`src/rtl/core/trm_pkg.sv`:
```
// Shared types and constants for the register machine execute stage.
// Holds opcode, operand-kind, flag and error codes plus the stream payload layouts.
// No dependencies.
package trm_pkg;

    // Default machine size
    localparam int NUM_REGS_DEF   = 10;
    localparam int MEM_WORDS_DEF  = 256;
    localparam int DATA_WIDTH_DEF = 32;

    // Fixed field widths of the stream payloads
    localparam int ACTION_W    = 4;
    localparam int REG_FIELD_W = 4;
    localparam int KIND_W      = 2;
    localparam int WORD_W      = 32;
    localparam int TARGET_W    = 16;
    localparam int ST_ADDR_W   = 8;
    localparam int ERR_W       = 2;

    localparam int IN_BITS   = ACTION_W + REG_FIELD_W + KIND_W + 3 * WORD_W;
    localparam int IN_TDATA_W  = ((IN_BITS + 7) / 8) * 8;
    localparam int OUT_BITS  = 1 + TARGET_W + 1 + 1 + WORD_W + 1 + ST_ADDR_W + WORD_W + ERR_W;
    localparam int OUT_TDATA_W = ((OUT_BITS + 7) / 8) * 8;

    typedef enum logic [ACTION_W-1:0] {
        ACT_RET       = 4'd0,
        ACT_ADD       = 4'd1,
        ACT_COMP      = 4'd2,
        ACT_WRITE_REG = 4'd3,
        ACT_GETINT    = 4'd4,
        ACT_JE        = 4'd5,
        ACT_JG        = 4'd6,
        ACT_JL        = 4'd7,
        ACT_JUMP      = 4'd8,
        ACT_LOAD      = 4'd9,
        ACT_MOVE      = 4'd10,
        ACT_PRINT     = 4'd11,
        ACT_MUL       = 4'd12,
        ACT_SUB       = 4'd13,
        ACT_STORE     = 4'd14
    } action_t;

    typedef enum logic [KIND_W-1:0] {
        KIND_REG   = 2'd0,
        KIND_CONST = 2'd1,
        KIND_MEM   = 2'd2
    } kind_t;

    typedef enum logic [1:0] {
        FLAG_NONE = 2'd0,
        FLAG_GT   = 2'd1,
        FLAG_EQ   = 2'd2,
        FLAG_LT   = 2'd3
    } flag_t;

    typedef enum logic [ERR_W-1:0] {
        ERR_NONE     = 2'd0,
        ERR_BAD_FORM = 2'd1,
        ERR_RANGE    = 2'd2
    } err_t;

    // Input item, action field in the lowest bits
    typedef struct packed {
        logic [IN_TDATA_W-IN_BITS-1:0] pad;
        logic [WORD_W-1:0]             read_value;
        logic [WORD_W-1:0]             mem_data;
        logic [WORD_W-1:0]             src_value;
        logic [KIND_W-1:0]             src_kind;
        logic [REG_FIELD_W-1:0]        dest_reg;
        logic [ACTION_W-1:0]           action;
    } in_item_t;

    // Result item, branch_taken field in the lowest bits
    typedef struct packed {
        logic [OUT_TDATA_W-OUT_BITS-1:0] pad;
        logic [ERR_W-1:0]                error_code;
        logic [WORD_W-1:0]               store_data;
        logic [ST_ADDR_W-1:0]            store_address;
        logic                            store_valid;
        logic [WORD_W-1:0]               out_value;
        logic                            out_valid;
        logic                            halt;
        logic [TARGET_W-1:0]             branch_target;
        logic                            branch_taken;
    } res_item_t;

    // Sign-extend a 32-bit word to 64 bits
    function automatic logic [63:0] sext64(input logic [WORD_W-1:0] v);
        return {{(64 - WORD_W){v[WORD_W-1]}}, v};
    endfunction

endpackage

```
`src/rtl/core/toy_register_machine_execute.sv`:
```
// Execute stage of a ten-register toy machine: register file, compare flag, ALU.
// Uses trm_pkg for opcodes, codes and payload layouts.
//
// Usage:
//   Slave stream (s_axis_*) carries one decoded instruction per transfer; master
//   stream (m_axis_*) returns exactly one result per instruction, in order.
//   Memory sits outside: the word at the source address comes in with the
//   instruction, and a store leaves as store_valid/store_address/store_data.
//   The accepted instruction is captured into the input register together with
//   both register-file reads (bypassed from the instruction executing in that
//   same cycle). When the output register is free or being read, the ALU result
//   is written back and the result lands in the output register.
//   Throughput: one instruction per cycle while the receiver does not stall; the
//   register-file write-back and the single multiplier sit in the execute step.
//   Receiver stall: the output register holds its result and the input
//   register holds the next instruction; s_axis_tready drops only when both
//   are full, so at most two instructions are in flight.
//   Reset: all registers read as zero and the compare flag is none; the block
//   is ready right after reset.
module toy_register_machine_execute #(
    parameter int NUM_REGS   = trm_pkg::NUM_REGS_DEF,
    parameter int MEM_WORDS  = trm_pkg::MEM_WORDS_DEF,
    parameter int DATA_WIDTH = trm_pkg::DATA_WIDTH_DEF
) (
    input  logic                           clk,
    input  logic                           rst_n,
    input  logic                           s_axis_tvalid,
    output logic                           s_axis_tready,
    // action[3:0], dest_reg[7:4], src_kind[9:8], src_value[41:10],
    // mem_data[73:42], read_value[105:74], zero fill
    input  logic [trm_pkg::IN_TDATA_W-1:0]  s_axis_tdata,
    output logic                           m_axis_tvalid,
    input  logic                           m_axis_tready,
    // branch_taken[0], branch_target[16:1], halt[17], out_valid[18],
    // out_value[50:19], store_valid[51], store_address[59:52],
    // store_data[91:60], error_code[93:92], zero fill
    output logic [trm_pkg::OUT_TDATA_W-1:0] m_axis_tdata
);

    localparam int RIDX_W = (NUM_REGS > 1) ? $clog2(NUM_REGS) : 1;

    // Handshake and pipeline control
    logic                  s_fire;
    logic                  advance;
    logic                  exec_fire;
    logic                  s1_valid_reg;
    logic                  s1_valid_next;
    logic                  m_valid_reg;

    // Input register
    trm_pkg::in_item_t     in_item;
    trm_pkg::in_item_t     s1_item_reg;
    logic [DATA_WIDTH-1:0] a_raw_reg;
    logic                  a_vld_reg;
    logic [DATA_WIDTH-1:0] b_raw_reg;
    logic                  b_vld_reg;

    // Register file and flag
    logic [DATA_WIDTH-1:0] rf_mem [NUM_REGS];
    logic [NUM_REGS-1:0]   rf_valid_reg;
    trm_pkg::flag_t        flag_reg;
    trm_pkg::flag_t        flag_next;
    logic                  flag_wr;

    // Write port
    logic                  wr_en;
    logic [RIDX_W-1:0]     wr_idx;
    logic [DATA_WIDTH-1:0] wr_data;

    // Read ports on the incoming instruction
    logic                  in_dst_ok;
    logic                  in_src_ok;
    logic [RIDX_W-1:0]     in_dst_idx;
    logic [RIDX_W-1:0]     in_src_idx;

    // Execute
    trm_pkg::res_item_t    res;
    trm_pkg::res_item_t    m_data_reg;

    assign in_item = trm_pkg::in_item_t'(s_axis_tdata);

    assign advance       = !m_valid_reg || m_axis_tready;
    assign s_axis_tready = !s1_valid_reg || advance;
    assign s_fire        = s_axis_tvalid && s_axis_tready;
    assign exec_fire     = s1_valid_reg && advance;

    // Hold or advance the input register valid
    always_comb
    begin
        if (s_fire)
            s1_valid_next = 1'b1;
        else if (advance)
            s1_valid_next = 1'b0;
        else
            s1_valid_next = s1_valid_reg;
    end

    always_ff @(posedge clk or negedge rst_n)
    begin
        if (!rst_n)
        begin
            s1_valid_reg <= 1'b0;
            m_valid_reg  <= 1'b0;
        end
        else
        begin
            s1_valid_reg <= s1_valid_next;
            if (advance)
                m_valid_reg <= s1_valid_reg;
        end
    end

    // Decode read addresses of the incoming instruction
    assign in_dst_ok  = {1'b0, in_item.dest_reg} < (trm_pkg::REG_FIELD_W + 1)'(NUM_REGS);
    assign in_src_ok  = in_item.src_value < trm_pkg::WORD_W'(NUM_REGS);
    assign in_dst_idx = in_item.dest_reg[RIDX_W-1:0];
    assign in_src_idx = in_item.src_value[RIDX_W-1:0];

    // Capture the instruction and read both operands, bypassing the write in flight
    always_ff @(posedge clk)
    begin
        if (s_fire)
        begin
            s1_item_reg <= in_item;
            if (wr_en && in_dst_ok && wr_idx == in_dst_idx)
            begin
                a_raw_reg <= wr_data;
                a_vld_reg <= 1'b1;
            end
            else
            begin
                if (in_dst_ok)
                    a_raw_reg <= rf_mem[in_dst_idx];
                a_vld_reg <= in_dst_ok && rf_valid_reg[in_dst_idx];
            end
            if (wr_en && in_src_ok && wr_idx == in_src_idx)
            begin
                b_raw_reg <= wr_data;
                b_vld_reg <= 1'b1;
            end
            else
            begin
                if (in_src_ok)
                    b_raw_reg <= rf_mem[in_src_idx];
                b_vld_reg <= in_src_ok && rf_valid_reg[in_src_idx];
            end
        end
    end

    // Write back to the register file
    always_ff @(posedge clk)
    begin
        if (wr_en)
            rf_mem[wr_idx] <= wr_data;
    end

    always_ff @(posedge clk or negedge rst_n)
    begin
        if (!rst_n)
        begin
            rf_valid_reg <= '0;
            flag_reg     <= trm_pkg::FLAG_NONE;
        end
        else
        begin
            if (wr_en)
                rf_valid_reg[wr_idx] <= 1'b1;
            if (flag_wr)
                flag_reg <= flag_next;
        end
    end

    // Execute one instruction
    always_comb
    begin
        logic [DATA_WIDTH-1:0] a_val;
        logic [DATA_WIDTH-1:0] b_val;
        logic [DATA_WIDTH-1:0] opnd;
        logic [DATA_WIDTH-1:0] alu;
        logic [DATA_WIDTH-1:0] k_val;
        logic [DATA_WIDTH-1:0] m_val;
        logic [DATA_WIDTH-1:0] r_val;
        logic [63:0]           a_zext;
        logic                  dst_ok;
        logic                  src_ok;
        logic                  addr_ok;
        logic                  do_wr;
        logic                  taken;
        trm_pkg::err_t         err;
        trm_pkg::action_t      act;
        trm_pkg::kind_t        kind;

        a_val   = a_vld_reg ? a_raw_reg : '0;
        b_val   = b_vld_reg ? b_raw_reg : '0;
        m_val   = '0;
        r_val   = '0;
        a_zext  = 64'(a_val);
        dst_ok  = {1'b0, s1_item_reg.dest_reg} < (trm_pkg::REG_FIELD_W + 1)'(NUM_REGS);
        src_ok  = s1_item_reg.src_value < trm_pkg::WORD_W'(NUM_REGS);
        addr_ok = s1_item_reg.src_value < trm_pkg::WORD_W'(MEM_WORDS);
        act     = trm_pkg::action_t'(s1_item_reg.action);
        kind    = trm_pkg::kind_t'(s1_item_reg.src_kind);
        opnd    = '0;
        alu     = '0;
        do_wr   = 1'b0;
        taken   = 1'b0;
        err     = trm_pkg::ERR_NONE;
        res     = '0;
        wr_data = '0;
        flag_next = flag_reg;
        flag_wr   = 1'b0;

        k_val = DATA_WIDTH'(trm_pkg::sext64(s1_item_reg.src_value));
        m_val = DATA_WIDTH'(trm_pkg::sext64(s1_item_reg.mem_data));
        r_val = DATA_WIDTH'(trm_pkg::sext64(s1_item_reg.read_value));

        // Select the second operand for arithmetic, compare and load
        case (kind)
            trm_pkg::KIND_REG:
            begin
                opnd = b_val;
                if (!src_ok)
                    err = trm_pkg::ERR_BAD_FORM;
            end
            trm_pkg::KIND_CONST:
                opnd = k_val;
            trm_pkg::KIND_MEM:
            begin
                opnd = m_val;
                if (!addr_ok)
                    err = trm_pkg::ERR_RANGE;
            end
            default:
                err = trm_pkg::ERR_BAD_FORM;
        endcase

        unique case (act) inside
            trm_pkg::ACT_RET:
            begin
                err      = trm_pkg::ERR_NONE;
                res.halt = 1'b1;
            end
            trm_pkg::ACT_ADD, trm_pkg::ACT_SUB, trm_pkg::ACT_MUL:
            begin
                if (!dst_ok)
                    err = trm_pkg::ERR_BAD_FORM;
                case (act)
                    trm_pkg::ACT_ADD: alu = a_val + opnd;
                    trm_pkg::ACT_SUB: alu = a_val - opnd;
                    default:          alu = DATA_WIDTH'(a_val * opnd);
                endcase
                wr_data = alu;
                do_wr   = 1'b1;
            end
            trm_pkg::ACT_COMP:
            begin
                if (!dst_ok || kind == trm_pkg::KIND_MEM)
                    err = trm_pkg::ERR_BAD_FORM;
                if ($signed(a_val) > $signed(opnd))
                    flag_next = trm_pkg::FLAG_GT;
                else if (a_val == opnd)
                    flag_next = trm_pkg::FLAG_EQ;
                else
                    flag_next = trm_pkg::FLAG_LT;
                flag_wr = (err == trm_pkg::ERR_NONE) && exec_fire;
            end
            trm_pkg::ACT_WRITE_REG:
            begin
                err = dst_ok ? trm_pkg::ERR_NONE : trm_pkg::ERR_BAD_FORM;
                res.out_valid = 1'b1;
                res.out_value = a_zext[trm_pkg::WORD_W-1:0];
            end
            trm_pkg::ACT_GETINT:
            begin
                err     = dst_ok ? trm_pkg::ERR_NONE : trm_pkg::ERR_BAD_FORM;
                wr_data = r_val;
                do_wr   = 1'b1;
            end
            trm_pkg::ACT_JE, trm_pkg::ACT_JG, trm_pkg::ACT_JL, trm_pkg::ACT_JUMP:
            begin
                err   = trm_pkg::ERR_NONE;
                taken = (act == trm_pkg::ACT_JUMP) ||
                        (act == trm_pkg::ACT_JE && flag_reg == trm_pkg::FLAG_EQ) ||
                        (act == trm_pkg::ACT_JG && flag_reg == trm_pkg::FLAG_GT) ||
                        (act == trm_pkg::ACT_JL && flag_reg == trm_pkg::FLAG_LT);
                res.branch_taken  = taken;
                res.branch_target = taken ?
                    s1_item_reg.src_value[trm_pkg::TARGET_W-1:0] : '0;
            end
            trm_pkg::ACT_LOAD:
            begin
                if (!dst_ok || kind == trm_pkg::KIND_REG)
                    err = trm_pkg::ERR_BAD_FORM;
                wr_data = opnd;
                do_wr   = 1'b1;
            end
            trm_pkg::ACT_MOVE:
            begin
                err = (dst_ok && kind == trm_pkg::KIND_REG && src_ok) ?
                      trm_pkg::ERR_NONE : trm_pkg::ERR_BAD_FORM;
                wr_data = b_val;
                do_wr   = 1'b1;
            end
            trm_pkg::ACT_STORE:
            begin
                if (!dst_ok)
                    err = trm_pkg::ERR_BAD_FORM;
                else if (!addr_ok)
                    err = trm_pkg::ERR_RANGE;
                else
                    err = trm_pkg::ERR_NONE;
                res.store_valid   = 1'b1;
                res.store_address = s1_item_reg.src_value[trm_pkg::ST_ADDR_W-1:0];
                res.store_data    = a_zext[trm_pkg::WORD_W-1:0];
            end
            default:
                err = trm_pkg::ERR_NONE;
        endcase

        // Drop every effect of a failed instruction
        if (err != trm_pkg::ERR_NONE)
            res = '0;
        res.error_code = err;

        wr_en  = do_wr && (err == trm_pkg::ERR_NONE) && exec_fire;
        wr_idx = s1_item_reg.dest_reg[RIDX_W-1:0];
    end

    // Output register
    always_ff @(posedge clk)
    begin
        if (exec_fire)
            m_data_reg <= res;
    end

    assign m_axis_tvalid = m_valid_reg;
    assign m_axis_tdata  = trm_pkg::OUT_TDATA_W'(m_data_reg);

    // A failed instruction leaves no other field set
    a_err_clean: assert property (@(posedge clk) disable iff (!rst_n)
        (m_valid_reg && m_data_reg.error_code != trm_pkg::ERR_NONE) |->
        (m_data_reg.halt == 1'b0 && m_data_reg.out_valid == 1'b0 &&
         m_data_reg.store_valid == 1'b0 && m_data_reg.branch_taken == 1'b0))
        else $error("error result carries side fields");

    // At most one kind of effect per result
    a_one_effect: assert property (@(posedge clk) disable iff (!rst_n)
        m_valid_reg |-> $onehot0({m_data_reg.halt, m_data_reg.out_valid,
                                  m_data_reg.store_valid, m_data_reg.branch_taken}))
        else $error("result carries more than one effect");

    // A stalled instruction neither writes state nor leaves the input register
    a_stall_hold: assert property (@(posedge clk) disable iff (!rst_n)
        (s1_valid_reg && !advance) |-> (!wr_en && !flag_wr) ##1 s1_valid_reg)
        else $error("stalled instruction changed state");

    // An empty output register always lets the next instruction in
    a_ready_free: assert property (@(posedge clk) disable iff (!rst_n)
        !m_valid_reg |-> s_axis_tready)
        else $error("input blocked with free output register");

endmodule
```
`config.mk`:
```
export PLATFORM = sky130hd
export DESIGN_NAME = toy_register_machine_execute
export DESIGN_NICKNAME = d
export VERILOG_FILES = /design/src/rtl/core/trm_pkg.sv /design/src/rtl/core/toy_register_machine_execute.sv
export SDC_FILE = /design/constraint.sdc
export NUM_CORES = 2
export LEC_CHECK = 0
export BUFFER_PORTS_ARGS = -buffer_cell sky130_fd_sc_hd__buf_2
export CAP_MARGIN = 15
export CORE_ASPECT_RATIO = 0.8
export CORE_UTILIZATION = 30
export DETAILED_ROUTE_END_ITERATION = 10
export PLACE_DENSITY = 0.46
export SLEW_MARGIN = 40
export SYNTH_ARGS = -nofsm -noshare
export SYNTH_HDL_FRONTEND = slang
export SYNTH_SLANG_ARGS = --single-unit
```
`constraint.sdc`:
```
create_clock -name clk -period 14.97 [get_ports clk]
set_clock_uncertainty 0.05 [all_clocks]
set_input_delay 0.7485 -clock clk [delete_from_list [all_inputs] [get_ports clk]]
set_output_delay 0.7485 -clock clk [all_outputs]
set_load 0.01 [all_outputs]
```
==> reports/results.ini <==
[global_routing]
grt_usage = 0.231
grt_pass1_wl_um = 254000
grt_max_degree = 75
grt_overflow = 0
antenna_found_initial = 10
grt_pass1_vias = 33775

[cts]
numCtsBuffers = 71
cts_setup_buffers = 0
ctsLongestPathBuffers = 3
clk_latency_ns = 0.69
numClockSinks = 600
clkSlewWorstSetupHoldPaths_ns = 0.06
cts_tree = yes
clockRootBuffer = clkbuf_16
cts_htree_levels = 3

[logic_synthesis]
synth_edf_count = 586
async_reset_ff_frac = 0.0233
yosysUniqueCellTypes = 95
yosysSeqAreaShare = 0.392
syn-cell-area_sq_mm = 0.0458
syn_area_per_cell_sq_um = 11.2
ys.flop_type = edfxtp_1
synth-seq-cells = 600
yosysWarnings = 0
synth_cells = 4100

[floorplanning]
die_w_um = 439
row_count = 127
ios = 214
die_h_um = 351
die_area_sq_mm = 0.154
initial_utilization = 0.304
core_area_sq_mm = 0.151

[cells_and_area]
final_common_cell = edfxtp_1
largest_reg_flops = 320
drive_above_1_share = 0.170
most-common-layout-cells = edfxtp_1 (586), nor2_1 (508), inv_1 (504)
design_area_sq_mm = 0.0516
fin_util = 0.343
area_delta_synth_final_pct = 12.8
nets = 4972

[power]
power_density_mw_per_mm2 = 111
vdd_drop_max_mv = 0.0775
power.total_uw = 5720
leakagePower_uw = 0.0204

[worst_setup_path]
timing.critical_path.mode_cell = fa_1
worst-setup-path-type = reg -> reg
arrival_ns = 11.93
ff2ff_setup_slack_ns = 3.38
crit_fanout = 28
required_ns = 15.31
worst_path_max_delay_cell = a221oi_1
worst_r2r_path_depth = 27
critPathCaptureType = flop
critPathLaunchType = flop
max_stage_delay_ns = 0.70

[placement]
dpl-instance-area_sq_mm = 0.0493
dpl.hpwl_um = 129000
gp_congestion = 0.948
io_buffers = 205

[timing]
rsz0062_at_grt = false
setup-tns-final_ns = 0
slew_headroom = 0.370
worstMarginPinSlew_ns = 0.941
max_freq_mhz = 86.3
setup_viol = 0
finalCritPeriodShare = 0.774
hold_violations = 0
min_period_ns = 11.59
maxSlewViolCount = 0

[drt]
drtIter0Drc = 4008
first_pass_iters = 9
routed_wirelength_um = 180000
vias = 34087
wl_per_cell_um = 28.5
drc = 0
avgViaCountPerCell = 5.40
drtAntennaViolNets = 0

[worst_hold_path]
hold_class = in -> reg
holdPathStages = 1

[status]
status = finished, final reports clean

[run]
max-cap-violations = 0

[logic make-up (layout without fill, tap and decap cells)]
| group | after synthesis | after routing | share of synthesized area |
|---|---|---|---|
| compound gates | 656 | 656 | 0.0973 |
| xor+xnor | 91 | 91 | 0.0188 |
| fa+ha+maj | 600 | 600 | 0.231 |
| buf+inv | 764 | 970 | 0.0659 |
| flops | 600 | 600 | 0.392 |
| mux | 276 | 276 | 0.0889 |
| other cells | 1 | 9 | 0.0000819 |
| simple gates | 1112 | 1112 | 0.106 |
[path summary, 6_finish.rpt]
kind,startpoint,end
max in group asynchronous,rst_n,s1_valid_reg
setup / recovery,s1_item_reg[9],a_raw_reg[30]
min in group asynchronous,rst_n,flag_reg[1]
setup reg to reg,s1_item_reg[9],a_raw_reg[30]
hold / removal,s_axis_tdata[88],s1_item_reg[88]
hold reg to reg,rf_valid_reg[6],rf_valid_reg[6]
[per-stage QoR]
step	hold WS, ns	worst slack, ns	cells
CTS	0.138	3.76	6304
global route	0.169	3.31	6306
global placement	0.420	3.92	6175
floorplan	0.399	6.35	4101
finish	0.189	3.38	6313
detailed placement	0.421	3.87	6179
[synthesized netlist by cell type, drive strengths merged (18+ instances only)]
| cell type | number | area, sq um |
|---|---|---|
| o21a | 18 | 135 |
| xnor2 | 66 | 586 |
| or2 | 18 | 113 |
| mux2i | 54 | 541 |
| nand2 | 312 | 1180 |
| nor4 | 22 | 138 |
| inv | 520 | 1960 |
| fa | 410 | 8210 |
| xor2 | 21 | 184 |
| mux2 | 131 | 1480 |
| ha | 190 | 2380 |
| o22ai | 29 | 181 |
| nand2b | 29 | 189 |
| buf | 72 | 408 |
| a21oi | 222 | 1240 |
| o221ai | 34 | 298 |
| a211oi | 38 | 285 |
| a222oi | 29 | 290 |
| o21ai | 107 | 547 |
| clkinv | 18 | 67.6 |
| nor2b | 62 | 388 |
| a21o | 18 | 135 |
| clkbuf | 154 | 579 |
| nor3 | 56 | 280 |
| a22oi | 33 | 248 |
| nand3 | 24 | 125 |
| edfxtp | 586 | 17600 |
| mux4 | 91 | 2050 |
| nor2 | 527 | 2010 |
[critical path, delay by kind of cell, from the launching register on]
kind / cells / cell delay [ns]
AND/OR/NAND/NOR: 5 / 2.05
flip-flops: 1 / 0.46
adder cells (fa/ha/maj): 10 / 4.71
multiplexers: 1 / 0.56
buffers and inverters: 5 / 0.99
AO/OA/AOI/OAI: 6 / 2.45
[cell type report]
cell class | instances | area, sq um
antenna | 7 | 17.5
clock buffer | 91 | 1870
clock inverter | 33 | 387
fill | 15193 | 99000
inverter | 538 | 2030
multi-input combinational | 2737 | 25000
sequential | 600 | 17900
tap | 1999 | 2500
timing repair buffer | 308 | 1880
[routing by layer]
layer  GRT usage  share of wire
met4      0.0811          0.037
met5           0       0.000072
met3      0.0405          0.086
met1       0.340           0.46
met2       0.338           0.42
[where the power goes]
group          internal [uW]  switching [uW]  total [uW]  leakage [uW]
combinational            705            1300        2000        0.0137
clock                    980             732        1710       0.00110
sequential              1970            41.9        2010       0.00565
total                   3650            2070        5720        0.0204
[what timing repair did]
action,in CTS,in global routing
gates resized for setup,0,0
hold buffers,1,0
endpoints found under the setup margin,0,0
endpoints found under the hold margin,12,0
Note: power is estimated with default switching activity, not from simulation.
